--- src/design/psvd_pkg.sv ---
`timescale 1ns / 1ps
`default_nettype none

package psvd_pkg;

    localparam int KEY_W    = 3;
    localparam int SAMPLE_W = 16;
    localparam int THRESH_W = 15;
    localparam int COUNT_W  = 12;
    localparam int PEAK_W   = 16;
    localparam int VEL_W    = 7;
    localparam int STATUS_W = 8;
    localparam int IDX_W    = 2;

    // configuration register indexes
    localparam logic [IDX_W-1:0] REG_THRESHOLD = 2'd0;
    localparam logic [IDX_W-1:0] REG_WINDOW    = 2'd1;
    localparam logic [IDX_W-1:0] REG_DEBOUNCE  = 2'd2;

    localparam logic [THRESH_W-1:0] THRESHOLD_RESET = 15'd6554;
    localparam logic [COUNT_W-1:0]  WINDOW_RESET    = 12'd1000;
    localparam logic [COUNT_W-1:0]  DEBOUNCE_RESET  = 12'd2500;

    localparam logic [STATUS_W-1:0] NOTE_ON_STATUS = 8'h9A;
    localparam logic [KEY_W-1:0]    SCALED_KEY     = 3'd4;
    localparam logic [VEL_W-1:0]    VEL_MAX        = 7'd127;

    typedef struct packed {
        logic [THRESH_W-1:0] threshold;
        logic [COUNT_W-1:0]  window;
        logic [COUNT_W-1:0]  debounce;
    } cfg_t;

    typedef struct packed {
        logic [KEY_W-1:0]  key;
        logic [PEAK_W-1:0] peak;
    } job_t;

    typedef struct packed {
        logic [KEY_W-1:0] note;
        logic [VEL_W-1:0] velocity;
    } result_t;

endpackage

`default_nettype wire

--- src/design/piezo_strike_velocity_detector.sv ---
`timescale 1ns / 1ps
`default_nettype none

// channel    ports                                   handshake
// input      key, sample                             push / full
// result     status_byte, note, velocity             pop / empty
// config     wr_index, wr_data                       wr_en, no wait
//
// The front takes one item per cycle and updates that key's state in the
// same cycle; it stalls (full) only while the note job queue is full.
// A note-on goes through the velocity unit's prep, scale and check states and,
// unless it is zero or saturates, a 7-step restoring divide; results wait in
// a two-entry output queue. Reset puts every key in wait with zero counter
// and peak, and loads the register defaults. No clearing pass.

module piezo_strike_velocity_detector #(
    parameter int KEY_COUNT = 8,
    parameter int JOB_DEPTH = 2,
    parameter int RES_DEPTH = 2
) (
    input  wire                                   clk,
    input  wire                                   rst_n,
    input  wire                                   push,
    output logic                                  full,
    input  wire  [psvd_pkg::KEY_W-1:0]            key,
    input  wire  signed [psvd_pkg::SAMPLE_W-1:0]  sample,
    output logic                                  empty,
    input  wire                                   pop,
    output logic [psvd_pkg::STATUS_W-1:0]         status_byte,
    output logic [psvd_pkg::KEY_W-1:0]            note,
    output logic [psvd_pkg::VEL_W-1:0]            velocity,
    input  wire                                   wr_en,
    input  wire  [psvd_pkg::IDX_W-1:0]            wr_index,
    input  wire  [psvd_pkg::THRESH_W-1:0]         wr_data
);

    psvd_pkg::cfg_t     cfg_reg;
    psvd_pkg::job_t     job_in;
    psvd_pkg::job_t     job_out;
    psvd_pkg::result_t  res_in;
    psvd_pkg::result_t  res_out;
    logic               accept;
    logic               job_push;
    logic               job_full;
    logic               job_empty;
    logic               job_pop;
    logic               res_push;
    logic               res_full;

    always_ff @(posedge clk or negedge rst_n)
    begin
        if (!rst_n)
        begin
            cfg_reg.threshold <= psvd_pkg::THRESHOLD_RESET;
            cfg_reg.window    <= psvd_pkg::WINDOW_RESET;
            cfg_reg.debounce  <= psvd_pkg::DEBOUNCE_RESET;
        end
        else if (wr_en)
        begin
            case (wr_index)
                psvd_pkg::REG_THRESHOLD: cfg_reg.threshold <= wr_data;
                psvd_pkg::REG_WINDOW:    cfg_reg.window    <= wr_data[psvd_pkg::COUNT_W-1:0];
                psvd_pkg::REG_DEBOUNCE:  cfg_reg.debounce  <= wr_data[psvd_pkg::COUNT_W-1:0];
                default:
                begin
                end
            endcase
        end
    end

    assign full   = job_full;
    assign accept = push && !full;

    psvd_front #(
        .KEY_COUNT (KEY_COUNT)
    ) u_front (
        .clk      (clk),
        .rst_n    (rst_n),
        .accept   (accept),
        .key      (key),
        .sample   (sample),
        .cfg      (cfg_reg),
        .job_push (job_push),
        .job      (job_in)
    );

    psvd_fifo #(
        .WIDTH ($bits(psvd_pkg::job_t)),
        .DEPTH (JOB_DEPTH)
    ) u_job_q (
        .clk       (clk),
        .rst_n     (rst_n),
        .push      (job_push),
        .push_data (job_in),
        .full      (job_full),
        .pop       (job_pop),
        .pop_data  (job_out),
        .empty     (job_empty)
    );

    psvd_velocity u_velocity (
        .clk       (clk),
        .rst_n     (rst_n),
        .threshold (cfg_reg.threshold),
        .job_valid (!job_empty),
        .job       (job_out),
        .job_pop   (job_pop),
        .res_full  (res_full),
        .res_push  (res_push),
        .res       (res_in)
    );

    psvd_fifo #(
        .WIDTH ($bits(psvd_pkg::result_t)),
        .DEPTH (RES_DEPTH)
    ) u_res_q (
        .clk       (clk),
        .rst_n     (rst_n),
        .push      (res_push),
        .push_data (res_in),
        .full      (res_full),
        .pop       (pop),
        .pop_data  (res_out),
        .empty     (empty)
    );

    assign status_byte = psvd_pkg::NOTE_ON_STATUS;
    assign note        = res_out.note;
    assign velocity    = res_out.velocity;

    job_space: assert property (@(posedge clk) disable iff (!rst_n)
        job_push |-> !job_full)
        else $error("note job issued with the job queue full");

endmodule

`default_nettype wire

--- src/design/psvd_fifo.sv ---
`timescale 1ns / 1ps
`default_nettype none

module psvd_fifo #(
    parameter int WIDTH = 8,
    parameter int DEPTH = 2
) (
    input  wire              clk,
    input  wire              rst_n,
    input  wire              push,
    input  wire  [WIDTH-1:0] push_data,
    output logic             full,
    input  wire              pop,
    output logic [WIDTH-1:0] pop_data,
    output logic             empty
);

    localparam int AW = (DEPTH > 1) ? $clog2(DEPTH) : 1;
    localparam int CW = $clog2(DEPTH + 1);

    logic [WIDTH-1:0] data_reg [DEPTH];
    logic [AW-1:0]    wr_ptr_reg;
    logic [AW-1:0]    rd_ptr_reg;
    logic [CW-1:0]    count_reg;
    logic             do_push;
    logic             do_pop;

    assign full     = (count_reg == CW'(DEPTH));
    assign empty    = (count_reg == '0);
    assign do_push  = push && !full;
    assign do_pop   = pop && !empty;
    assign pop_data = data_reg[rd_ptr_reg];

    always_ff @(posedge clk)
    begin
        if (do_push)
        begin
            data_reg[wr_ptr_reg] <= push_data;
        end
    end

    always_ff @(posedge clk or negedge rst_n)
    begin
        if (!rst_n)
        begin
            wr_ptr_reg <= '0;
            rd_ptr_reg <= '0;
            count_reg  <= '0;
        end
        else
        begin
            if (do_push)
            begin
                wr_ptr_reg <= (wr_ptr_reg == AW'(DEPTH - 1)) ? '0 : wr_ptr_reg + AW'(1);
            end
            if (do_pop)
            begin
                rd_ptr_reg <= (rd_ptr_reg == AW'(DEPTH - 1)) ? '0 : rd_ptr_reg + AW'(1);
            end
            if (do_push && !do_pop)
            begin
                count_reg <= count_reg + CW'(1);
            end
            else if (do_pop && !do_push)
            begin
                count_reg <= count_reg - CW'(1);
            end
        end
    end

    count_bound: assert property (@(posedge clk) disable iff (!rst_n)
        count_reg <= CW'(DEPTH))
        else $error("fifo count beyond depth");

    push_when_full: assert property (@(posedge clk) disable iff (!rst_n)
        (push && full && !pop) |=> (count_reg == $past(count_reg)))
        else $error("fifo took an item while full");

endmodule

`default_nettype wire

--- src/design/psvd_front.sv ---
`timescale 1ns / 1ps
`default_nettype none

module psvd_front #(
    parameter int KEY_COUNT = 8
) (
    input  wire                               clk,
    input  wire                               rst_n,
    input  wire                               accept,
    input  wire  [psvd_pkg::KEY_W-1:0]        key,
    input  wire  signed [psvd_pkg::SAMPLE_W-1:0] sample,
    input  psvd_pkg::cfg_t                    cfg,
    output logic                              job_push,
    output psvd_pkg::job_t                    job
);

    // only eight keys are addressable through the key field
    localparam int KEYS = (KEY_COUNT < 8) ? KEY_COUNT : 8;

    localparam logic [1:0] PH_WAIT     = 2'd0;
    localparam logic [1:0] PH_PEAK     = 2'd1;
    localparam logic [1:0] PH_EMIT     = 2'd2;
    localparam logic [1:0] PH_DEBOUNCE = 2'd3;

    logic [1:0]                     phase_reg [KEYS];
    logic [psvd_pkg::COUNT_W-1:0]   cnt_reg   [KEYS];
    logic [psvd_pkg::PEAK_W-1:0]    peak_reg  [KEYS];

    logic [KEYS-1:0]                hit;
    logic                           in_range;
    logic [1:0]                     cur_phase;
    logic [psvd_pkg::COUNT_W-1:0]   cur_cnt;
    logic [psvd_pkg::PEAK_W-1:0]    cur_peak;
    logic [1:0]                     phase_next;
    logic [psvd_pkg::COUNT_W-1:0]   cnt_next;
    logic [psvd_pkg::PEAK_W-1:0]    peak_next;
    logic [psvd_pkg::PEAK_W-1:0]    mag;
    logic [psvd_pkg::COUNT_W:0]     cnt_inc;
    logic                           update;

    // -32768 rectifies to 0x8000, held as unsigned 32768
    assign mag = sample[psvd_pkg::SAMPLE_W-1] ? (~sample + 16'd1) : sample;

    always_comb
    begin
        cur_phase = '0;
        cur_cnt   = '0;
        cur_peak  = '0;
        for (int k = 0; k < KEYS; k++)
        begin
            hit[k] = (key == 3'(k));
            if (hit[k])
            begin
                cur_phase = cur_phase | phase_reg[k];
                cur_cnt   = cur_cnt   | cnt_reg[k];
                cur_peak  = cur_peak  | peak_reg[k];
            end
        end
    end

    assign in_range = |hit;
    assign update   = accept && in_range;
    assign cnt_inc  = {1'b0, cur_cnt} + 13'd1;

    always_comb
    begin
        phase_next = cur_phase;
        cnt_next   = cur_cnt;
        peak_next  = cur_peak;
        case (cur_phase)
            PH_WAIT:
            begin
                if (mag > {1'b0, cfg.threshold})
                begin
                    phase_next = PH_PEAK;
                end
            end
            PH_PEAK:
            begin
                if (cnt_inc < {1'b0, cfg.window})
                begin
                    cnt_next = cnt_inc[psvd_pkg::COUNT_W-1:0];
                    if (cur_peak <= mag)
                    begin
                        peak_next = mag;
                    end
                end
                else
                begin
                    cnt_next   = '0;
                    phase_next = PH_EMIT;
                end
            end
            PH_EMIT:
            begin
                phase_next = PH_DEBOUNCE;
            end
            default:
            begin
                peak_next = '0;
                if (cnt_inc > {1'b0, cfg.debounce})
                begin
                    cnt_next   = '0;
                    phase_next = PH_WAIT;
                end
                else
                begin
                    cnt_next = cnt_inc[psvd_pkg::COUNT_W-1:0];
                end
            end
        endcase
    end

    assign job_push = update && (cur_phase == PH_EMIT);
    assign job.key  = key;
    assign job.peak = cur_peak;

    always_ff @(posedge clk or negedge rst_n)
    begin
        if (!rst_n)
        begin
            for (int k = 0; k < KEYS; k++)
            begin
                phase_reg[k] <= PH_WAIT;
                cnt_reg[k]   <= '0;
                peak_reg[k]  <= '0;
            end
        end
        else if (update)
        begin
            for (int k = 0; k < KEYS; k++)
            begin
                if (hit[k])
                begin
                    phase_reg[k] <= phase_next;
                    cnt_reg[k]   <= cnt_next;
                    peak_reg[k]  <= peak_next;
                end
            end
        end
    end

    peak_bound: assert property (@(posedge clk) disable iff (!rst_n)
        job_push |-> (job.peak <= 16'h8000))
        else $error("held peak above unity");

endmodule

`default_nettype wire

--- src/design/psvd_velocity.sv ---
`timescale 1ns / 1ps
`default_nettype none

module psvd_velocity (
    input  wire                          clk,
    input  wire                          rst_n,
    input  wire  [psvd_pkg::THRESH_W-1:0] threshold,
    input  wire                          job_valid,
    input  psvd_pkg::job_t               job,
    output logic                         job_pop,
    input  wire                          res_full,
    output logic                         res_push,
    output psvd_pkg::result_t            res
);

    localparam logic [2:0] ST_IDLE  = 3'd0;
    localparam logic [2:0] ST_PREP  = 3'd1;
    localparam logic [2:0] ST_SCALE = 3'd2;
    localparam logic [2:0] ST_CHECK = 3'd3;
    localparam logic [2:0] ST_DIV   = 3'd4;
    localparam logic [2:0] ST_DONE  = 3'd5;

    logic [2:0]                    state_reg;
    logic [psvd_pkg::KEY_W-1:0]    key_reg;
    logic [psvd_pkg::PEAK_W-1:0]   peak_reg;
    logic [18:0]                   a_reg;      // peak * 10, or * 9 for the scaled key
    logic [18:0]                   tt_reg;     // threshold * 10
    logic [18:0]                   d_reg;      // (1.0 - threshold) * 10
    logic signed [27:0]            val_reg;
    logic [26:0]                   rem_reg;
    logic [2:0]                    step_reg;
    logic [psvd_pkg::VEL_W-1:0]    q_reg;

    logic [18:0]                   peak_x;
    logic [18:0]                   thr_x;
    logic signed [27:0]            diff_x;
    logic signed [27:0]            d_x;
    logic [26:0]                   d_top;
    logic [26:0]                   d_step;

    assign peak_x = {3'b0, peak_reg};
    assign thr_x  = {4'b0, threshold};
    assign diff_x = 28'($signed({9'b0, a_reg}) - $signed({9'b0, tt_reg}));
    assign d_x    = $signed({9'b0, d_reg});
    assign d_top  = {1'b0, d_reg, 7'b0};
    assign d_step = {8'b0, d_reg} << step_reg;

    assign job_pop      = (state_reg == ST_IDLE) && job_valid;
    assign res_push     = (state_reg == ST_DONE) && !res_full;
    assign res.note     = key_reg;
    assign res.velocity = q_reg;

    always_ff @(posedge clk)
    begin
        case (state_reg)
            ST_IDLE:
            begin
                key_reg  <= job.key;
                peak_reg <= job.peak;
            end
            ST_PREP:
            begin
                a_reg  <= (key_reg == psvd_pkg::SCALED_KEY) ? (peak_x << 3) + peak_x
                                                           : (peak_x << 3) + (peak_x << 1);
                tt_reg <= (thr_x << 3) + (thr_x << 1);
                d_reg  <= 19'((20'd32768 - {5'b0, threshold}) * 20'd10);
            end
            ST_SCALE:
            begin
                val_reg <= diff_x * 28'sd107 + d_x * 28'sd20;
            end
            ST_CHECK:
            begin
                rem_reg <= val_reg[26:0];
                if ((val_reg > 28'sd0) && (val_reg[26:0] >= d_top))
                begin
                    q_reg <= psvd_pkg::VEL_MAX;
                end
                else
                begin
                    q_reg <= '0;
                end
            end
            ST_DIV:
            begin
                if (rem_reg >= d_step)
                begin
                    rem_reg           <= rem_reg - d_step;
                    q_reg[step_reg]   <= 1'b1;
                end
            end
            default:
            begin
            end
        endcase
    end

    always_ff @(posedge clk or negedge rst_n)
    begin
        if (!rst_n)
        begin
            state_reg <= ST_IDLE;
            step_reg  <= '0;
        end
        else
        begin
            case (state_reg)
                ST_IDLE:
                begin
                    if (job_valid)
                    begin
                        state_reg <= ST_PREP;
                    end
                end
                ST_PREP:
                begin
                    state_reg <= ST_SCALE;
                end
                ST_SCALE:
                begin
                    state_reg <= ST_CHECK;
                end
                ST_CHECK:
                begin
                    step_reg <= 3'd6;
                    if ((val_reg <= 28'sd0) || (val_reg[26:0] >= d_top))
                    begin
                        state_reg <= ST_DONE;
                    end
                    else
                    begin
                        state_reg <= ST_DIV;
                    end
                end
                ST_DIV:
                begin
                    if (step_reg == '0)
                    begin
                        state_reg <= ST_DONE;
                    end
                    else
                    begin
                        step_reg <= step_reg - 3'd1;
                    end
                end
                ST_DONE:
                begin
                    if (!res_full)
                    begin
                        state_reg <= ST_IDLE;
                    end
                end
                default:
                begin
                    state_reg <= ST_IDLE;
                end
            endcase
        end
    end

    // partial remainder stays below twice the current divisor step
    rem_bound: assert property (@(posedge clk) disable iff (!rst_n)
        (state_reg == ST_DIV) |-> (rem_reg < (d_step << 1)))
        else $error("divide remainder out of range");

endmodule

`default_nettype wire

--- config.mk ---
export PLATFORM = sky130hd
export DESIGN_NAME = piezo_strike_velocity_detector
export DESIGN_NICKNAME = d
export VERILOG_FILES = /design/src/design/psvd_pkg.sv /design/src/design/piezo_strike_velocity_detector.sv /design/src/design/psvd_fifo.sv /design/src/design/psvd_front.sv /design/src/design/psvd_velocity.sv
export SDC_FILE = /design/constraint.sdc
export NUM_CORES = 1
export LEC_CHECK = 0
export BUFFER_PORTS_ARGS = -buffer_cell sky130_fd_sc_hd__buf_4
export CORE_ASPECT_RATIO = 0.8
export CORE_MARGIN = 2
export CORE_UTILIZATION = 60
export CTS_CLUSTER_SIZE = 12
export DETAILED_ROUTE_END_ITERATION = 8
export PLACE_DENSITY = 0.77
export SYNTH_ARGS = -nofsm -noshare
export SYNTH_HDL_FRONTEND = slang
export SYNTH_SLANG_ARGS = --single-unit
--- constraint.sdc ---
create_clock -name clk -period 12.2 [get_ports clk]
set_input_delay 1.83 -clock clk [delete_from_list [all_inputs] [get_ports clk]]
set_output_delay 1.83 -clock clk [all_outputs]
set_load 0.03 [all_outputs]
-- Yosys cells after proc, flatten, opt, wreduce, memory -nomap -nowiden
Memory sizes are Yosys's and may differ from the RTL's. A register that Yosys moved wholly into a read port is not among the register bits.
Cells that the tools add are included.
- bits in registers: 411
- output and inout port bits: 20
- memories kept: 2
- RAM bits: 58
- word-level logic and storage cells: 234
- memories (name ; words ; width ; read ports ; clocked after Yosys merged registers in ; write ports ; line ; RTL):
    u_job_q.data_reg ; 2 ; 19 ; 1 ; 1 ; 1 ; psvd_fifo.sv:21 ; logic [WIDTH-1:0] data_reg [DEPTH];
    u_res_q.data_reg ; 2 ; 10 ; 1 ; 0 ; 1 ; psvd_fifo.sv:21 ;
- equality and inequality tests: 24
- reductions and logical operators: 50
- add/subtract/negate cells: 18
- mux-type cells: 62
- $mul: 3
- shift operators: 1
- magnitude comparators: 10
- bitwise operators: 23
- operators by type and width (kind ; number):
    2-to-1 mux 16 bit ; 11
    2-to-1 mux 12 bit ; 10
    OR 16 bit ; 7
    OR 12 bit ; 7
    case mux 27 bit (2 select lines) ; 1
    case mux 16 bit (2 select lines) ; 1
    2-to-1 mux 2 bit ; 15
    adder 28 bit ; 1
    > comparator 28 x 1 -> 1 bit (second input constant) ; 1
    <= comparator 28 x 1 -> 1 bit (second input constant) ; 1
    multiplier 28 x 8 -> 28 bit (second input constant) ; 1
    greater-or-equal comparator 27 x 26 -> 1 bit ; 1
    greater-or-equal comparator 27 bit ; 1
    2-to-1 mux 27 bit ; 1
    left shift 19 x 3 -> 27 bit ; 1
    subtractor 27 bit ; 1
    AND reduction 2 bit ; 13
    case mux 12 bit (2 select lines) ; 1
    equality test 3 bit (second input constant) ; 7
    multiplier 18 x 3 -> 21 bit (second input constant) ; 1
    multiplier 20 x 3 -> 18 bit (second input constant) ; 1
    subtractor 19 x 19 -> 20 bit ; 1
    adder 18 x 16 -> 19 bit ; 1
    adder 19 x 16 -> 19 bit ; 1
    41 further kinds ; 104

-- Logic depth before layout (Yosys ltp)
- word-level depth: 23
- mapped depth: 29
- mapped depth without buffers: 29

-- By module
From an unflattened synthesis, not the netlist that was laid out.
- cells, all modules: 3112
- area, all modules: 32331.0 µm²
- modules (own cells, without submodules) (module ; area an instance (µm²) ; instances ; seq. area each (µm²) ; cells each):
    psvd_velocity ; 15361.0 ; 1 ; 4204.0 ; 1620
    psvd_front ; 12904.9 ; 1 ; 6005.8 ; 1268
    piezo_strike_velocity_detector ; 1579.0 ; 1 ; 998.5 ; 96
    psvd_fifo at u_job_q ; 1566.5 ; 1 ; 1241.2 ; 78
    psvd_fifo at u_res_q ; 919.6 ; 1 ; 700.7 ; 50

-- Worst setup path after synthesis
No wires, ideal clock.
- kind: in2reg
- start: input port key[0] in the netlist's numbering
- end: register u_front.peak_reg[0] in the netlist's numbering
- path buffers: 6
- data required time: 12125 ps
- stages on the path: 22
- data arrival time: 6392 ps
- path slack: 5733 ps
- cell sequence: buf_6 buf_8 buf_6 buf_4 mux4_2 mux2_2 ha_1 inv_1 a2111o_2 a21oi_2 nand2b_1 xor2_1 ha_1 or3_1 a221oi_1 o211ai_1 a21o_4 or4_1 buf_4 buf_12 o32a_4 o21ai_2
- cells in the longest elaborated chain, start to end: 20
- elaborated cells on any way between the ends: 66
- classes of those cells: add/sub (1); order compare (2); eq/ne (9); mux (27); bitwise (21); reduce/logical (6)
- ends and longest elaborated chain (what ; line ; RTL):
    start, declared ; piezo_strike_velocity_detector.sv:25 ; input wire [psvd_pkg::KEY_W-1:0] key,
    logical NOT 3 bit ; psvd_front.sv:51 ; hit[k] = (key == 3'(k));
    2-to-1 mux 12 bit / 2-to-1 mux 16 bit (equally long branches) ; psvd_front.sv:52 ; if (hit[k])
    OR 12 bit / OR 16 bit (equally long branches) ; psvd_front.sv:55, psvd_front.sv:56 ;
    2-to-1 mux 12 bit / 2-to-1 mux 16 bit (equally long branches) ; psvd_front.sv:52 ;
    OR 12 bit / OR 16 bit (equally long branches) ; psvd_front.sv:55, psvd_front.sv:56 ;
    2-to-1 mux 12 bit / 2-to-1 mux 16 bit (equally long branches) ; psvd_front.sv:52 ;
    OR 12 bit / OR 16 bit (equally long branches) ; psvd_front.sv:55, psvd_front.sv:56 ;
    2-to-1 mux 12 bit / 2-to-1 mux 16 bit (equally long branches) ; psvd_front.sv:52 ;
    (+4 left out) ; - ;
    OR 12 bit / OR 16 bit (equally long branches) ; psvd_front.sv:55, psvd_front.sv:56 ;
    2-to-1 mux 12 bit / 2-to-1 mux 16 bit (equally long branches) ; psvd_front.sv:52 ;
    OR 12 bit / OR 16 bit (equally long branches) ; psvd_front.sv:55, psvd_front.sv:56 ;
    2-to-1 mux 12 bit / 2-to-1 mux 16 bit (equally long branches) ; psvd_front.sv:52 ;
    adder 12 x 1 -> 13 bit / <= comparator 16 bit (equally long branches) ; psvd_front.sv:63, psvd_front.sv:83 ;
    < comparator 13 x 12 -> 1 bit / 2-to-1 mux 16 bit (equally long branches) ; psvd_front.sv:80, psvd_front.sv:83 ;
    2-to-1 mux 16 bit ; psvd_front.sv:80 ; if (cnt_inc < {1'b0, cfg.window})
    case mux 16 bit (2 select lines) ; psvd_front.sv:70 ; case (cur_phase)
    end signal, assigned by index ; psvd_front.sv:137 ; peak_reg[k] <= peak_next;
    end, declared ; psvd_front.sv:27 ; logic [psvd_pkg::PEAK_W-1:0] peak_reg [KEYS];
Parallel ways exist; a longest one is shown, timed or not.
A chain may end at the register's enable or synchronous reset.

-- Worst setup path in the final report
- start: register u_velocity.d_reg[2]
- end: register u_velocity.val_reg[27] (data pin)
- cells in the longest elaborated chain, start to end: 2
- ends and longest elaborated chain (what ; line ; RTL):
    start, declared ; psvd_velocity.sv:28 ; logic [18:0] d_reg;
    start signal, assigned ; psvd_velocity.sv:66 ; d_reg <= 19'((20'd32768 - {5'b0, threshold}) * 20'd10);
    multiplier 18 x 3 -> 21 bit ; psvd_velocity.sv:70 ; val_reg <= diff_x * 28'sd107 + d_x * 28'sd20;
    adder 28 bit ; psvd_velocity.sv:70 ;
    end signal, assigned ; psvd_velocity.sv:70 ;
    end, declared ; psvd_velocity.sv:29 ; logic signed [27:0] val_reg;
Every way passes these cells.

==> run metrics <==
status=finished, final reports clean; first-iteration detailed-routing DRC count=1745; Crit path top cell by count=ha_1; Tcrit/Tclk final=59.4%; GPL Wtd Cong=0.905; number of synthesized flops with an enable pin=193; Final min period=7.25 ns; largest net degree at the start of global routing=139; MaxCap Viol Count=0; CTS tree=yes; Die W=261 um; Pre-antenna DRT Iters=5; Starting Density=60.5%; worst hold path class=reg -> reg; Post-Syn Instances=2886; share of layout cells above drive strength 1=15.9%; # nets final=3325; wire per inst=20.8 um; CP bufs+invs=3; Max FO, Critical Path=6; CP peak stage delay=0.82 ns; routed vias=22700; Reg clk slew, reported paths=0.06 ns; worst r2r src=u_velocity.d_reg[2]; H-Tree Level Count=2; most used flip-flop cell after synthesis=dfrtp_1; worst rel slew slack=20.8%; total track usage=28.4%; CTS Sinks=486; Overflow after GRT=0; pins over their slew limit=0; die height=209 um; IO Count=61; FP Rows=75; leading cell type in the layout, fill and taps excluded=ha_1; ANT nets after route=0; crit start category=register; Layout area overhead=8.58%; critical path class=reg -> reg; most frequent cells in the layout=284 x ha_1, 275 x dfrtp_1, 259 x inv_1; Cell Area, Synth=31600 um2; Unique masters post-synth=92; worst skew pair latency=0.62 ns; Post-CTS Setup Inserts=0; initial antenna violation count=0; CTS Hold Bufs=0; RSZ-0062 raised after global routing=no; final setup fails=0; global-route wire length before repair=123000 um; diode count=0; RR Endpoint=u_velocity.val_reg[27]; Fin. Hold Viols=0; PortBufs=52; HPWL Detailed=55300 um; Endpoint, Worst Hold=u_front.phase_reg[14]; WHS Path Cells=2; crit end category=register; vias per cell=6.22; full die area=54600 um2; Req. time, crit path=12.55 ns; TritonCTS Buffers=51; CTS resizes=0; register area share after synthesis=41.6%; synthesized flop and latch total=486; hold path start=u_front.phase_reg[14]; clock root cell=clkbuf_16; Slew @ Worst Pin=1.19 ns; YS warnings=0; Layout Skew=0.0198 ns; Fillers=3876; FMAX=138 MHz; ys async rst share=60.3%; Detailed Route WL=76000 um; max reg flops=128; slowest CP cell=a2111oi_0; syn_area_per_cell=11.0 um2; R2R depth=27; number of global-route vias before repair=23400; setup tns final=0 ns; DR DRC count=0; flop2flop setup slack=4.95 ns; Clock Path Buffers=3; Crit path max-delay family=compound AO/OA/AOI/OAI gates; Crit path arrival time=7.59 ns; Core ar.=52300 um2
-- stage by stage --
step	hold WS [ns]	worst slack [ns]	util [%]	cells	cell area, um2
after floorplan	0.436	5.73	-	2892	31700
after global placement	0.457	5.13	62.6	3561	32700
after detailed placement	0.467	4.90	62.6	3561	32700
after CTS	0.481	5.09	65.7	3649	34400
after global routing	0.503	4.32	65.7	3649	34400
final	0.478	4.95	65.7	3649	34400
-- area by class of cell --
cell class              count  area [um2]  share of cell area [%]
repair buffers             83         631                    1.84
inverters                 261         980                    2.85
well taps                 693         867                    2.52
multi-input cells        2038       17100                    49.8
clock inverters            14         188                   0.546
flip-flops and latches    486       13200                    38.3
clock buffers              74        1440                    4.20
-- metal layers --
metal / GRT usage (%) / share of wire [%]
met1: 36.6 / 42
met2: 47.9 / 49
met3: 4.29 / 5.7
met4: 11.8 / 4.0
met5: 0 / 0
-- tightest hold or removal path, delay by kind of cell, from the launching register on --
kind | cells | cell delay (ns)
simple gates | 1 | 0.04
compound gates | 1 | 0.06
flops | 1 | 0.33
-- worst max path at each step --
stage                        startpoint                     end  slack [ns]  depth (start not counted)
global placement                 key[0]      u_front.cnt_reg[6]        5.13                         17
finish              u_velocity.d_reg[2]  u_velocity.val_reg[27]        4.95                         27
detailed placement               key[0]     u_front.cnt_reg[10]        4.90                         18
floorplan                        key[0]     u_front.peak_reg[0]        5.73                         22
global route        u_velocity.d_reg[2]  u_velocity.val_reg[27]        4.32                         27
CTS                 u_velocity.d_reg[2]  u_velocity.val_reg[27]        5.09                         27
-- Yosys cell counts, types with 9 or more instances --
master / instances / area share, %
ha_1: 284 / 11
dfrtp_1: 275 / 22
inv_1: 259 / 3.1
nand2_1: 221 / 2.6
o21ai_0: 210 / 3.3
mux2_2: 207 / 7.4
edfxtp_1: 193 / 18
a21oi_1: 128 / 2.0
xnor2_1: 105 / 2.9
nor2_1: 101 / 1.2
clkbuf_1: 83 / 0.98
fa_1: 79 / 5.0
a22oi_1: 67 / 1.6
xor2_1: 52 / 1.4
nor3_1: 48 / 0.76
nand3_1: 40 / 0.63
nand4_1: 40 / 0.79
a21o_1: 34 / 0.81
mux2i_1: 30 / 0.95
mux4_2: 30 / 2.1
nor2b_1: 30 / 0.59
nand2b_1: 28 / 0.55
o21a_1: 27 / 0.64
dfstp_2: 18 / 1.5
or3_1: 16 / 0.32
and2_1: 14 / 0.28
nor4_1: 14 / 0.28
o21ai_1: 13 / 0.21
o21bai_1: 13 / 0.31
a211oi_1: 12 / 0.28
a31oi_1: 11 / 0.22
and3_1: 11 / 0.22
buf_4: 11 / 0.26
o31ai_1: 11 / 0.26
or2_2: 11 / 0.22
a211o_1: 9 / 0.25
o22ai_4: 9 / 0.57
-- cell families after synthesis --
family | count (synthesis) | share of synthesized area (%)
AND/OR/NAND/NOR | 604 | 9.29
buffers and inverters | 368 | 4.65
other | 2 | 0.0237
XOR/XNOR | 157 | 4.35
adder cells (fa/ha/maj) | 363 | 16.2
AO/OA/AOI/OAI | 626 | 12.9
multiplexers | 280 | 11.0
flip-flops | 486 | 41.6
Power is not shown: default switching activity piles up to over one toggle a cycle in this logic, so the estimate is an artifact.
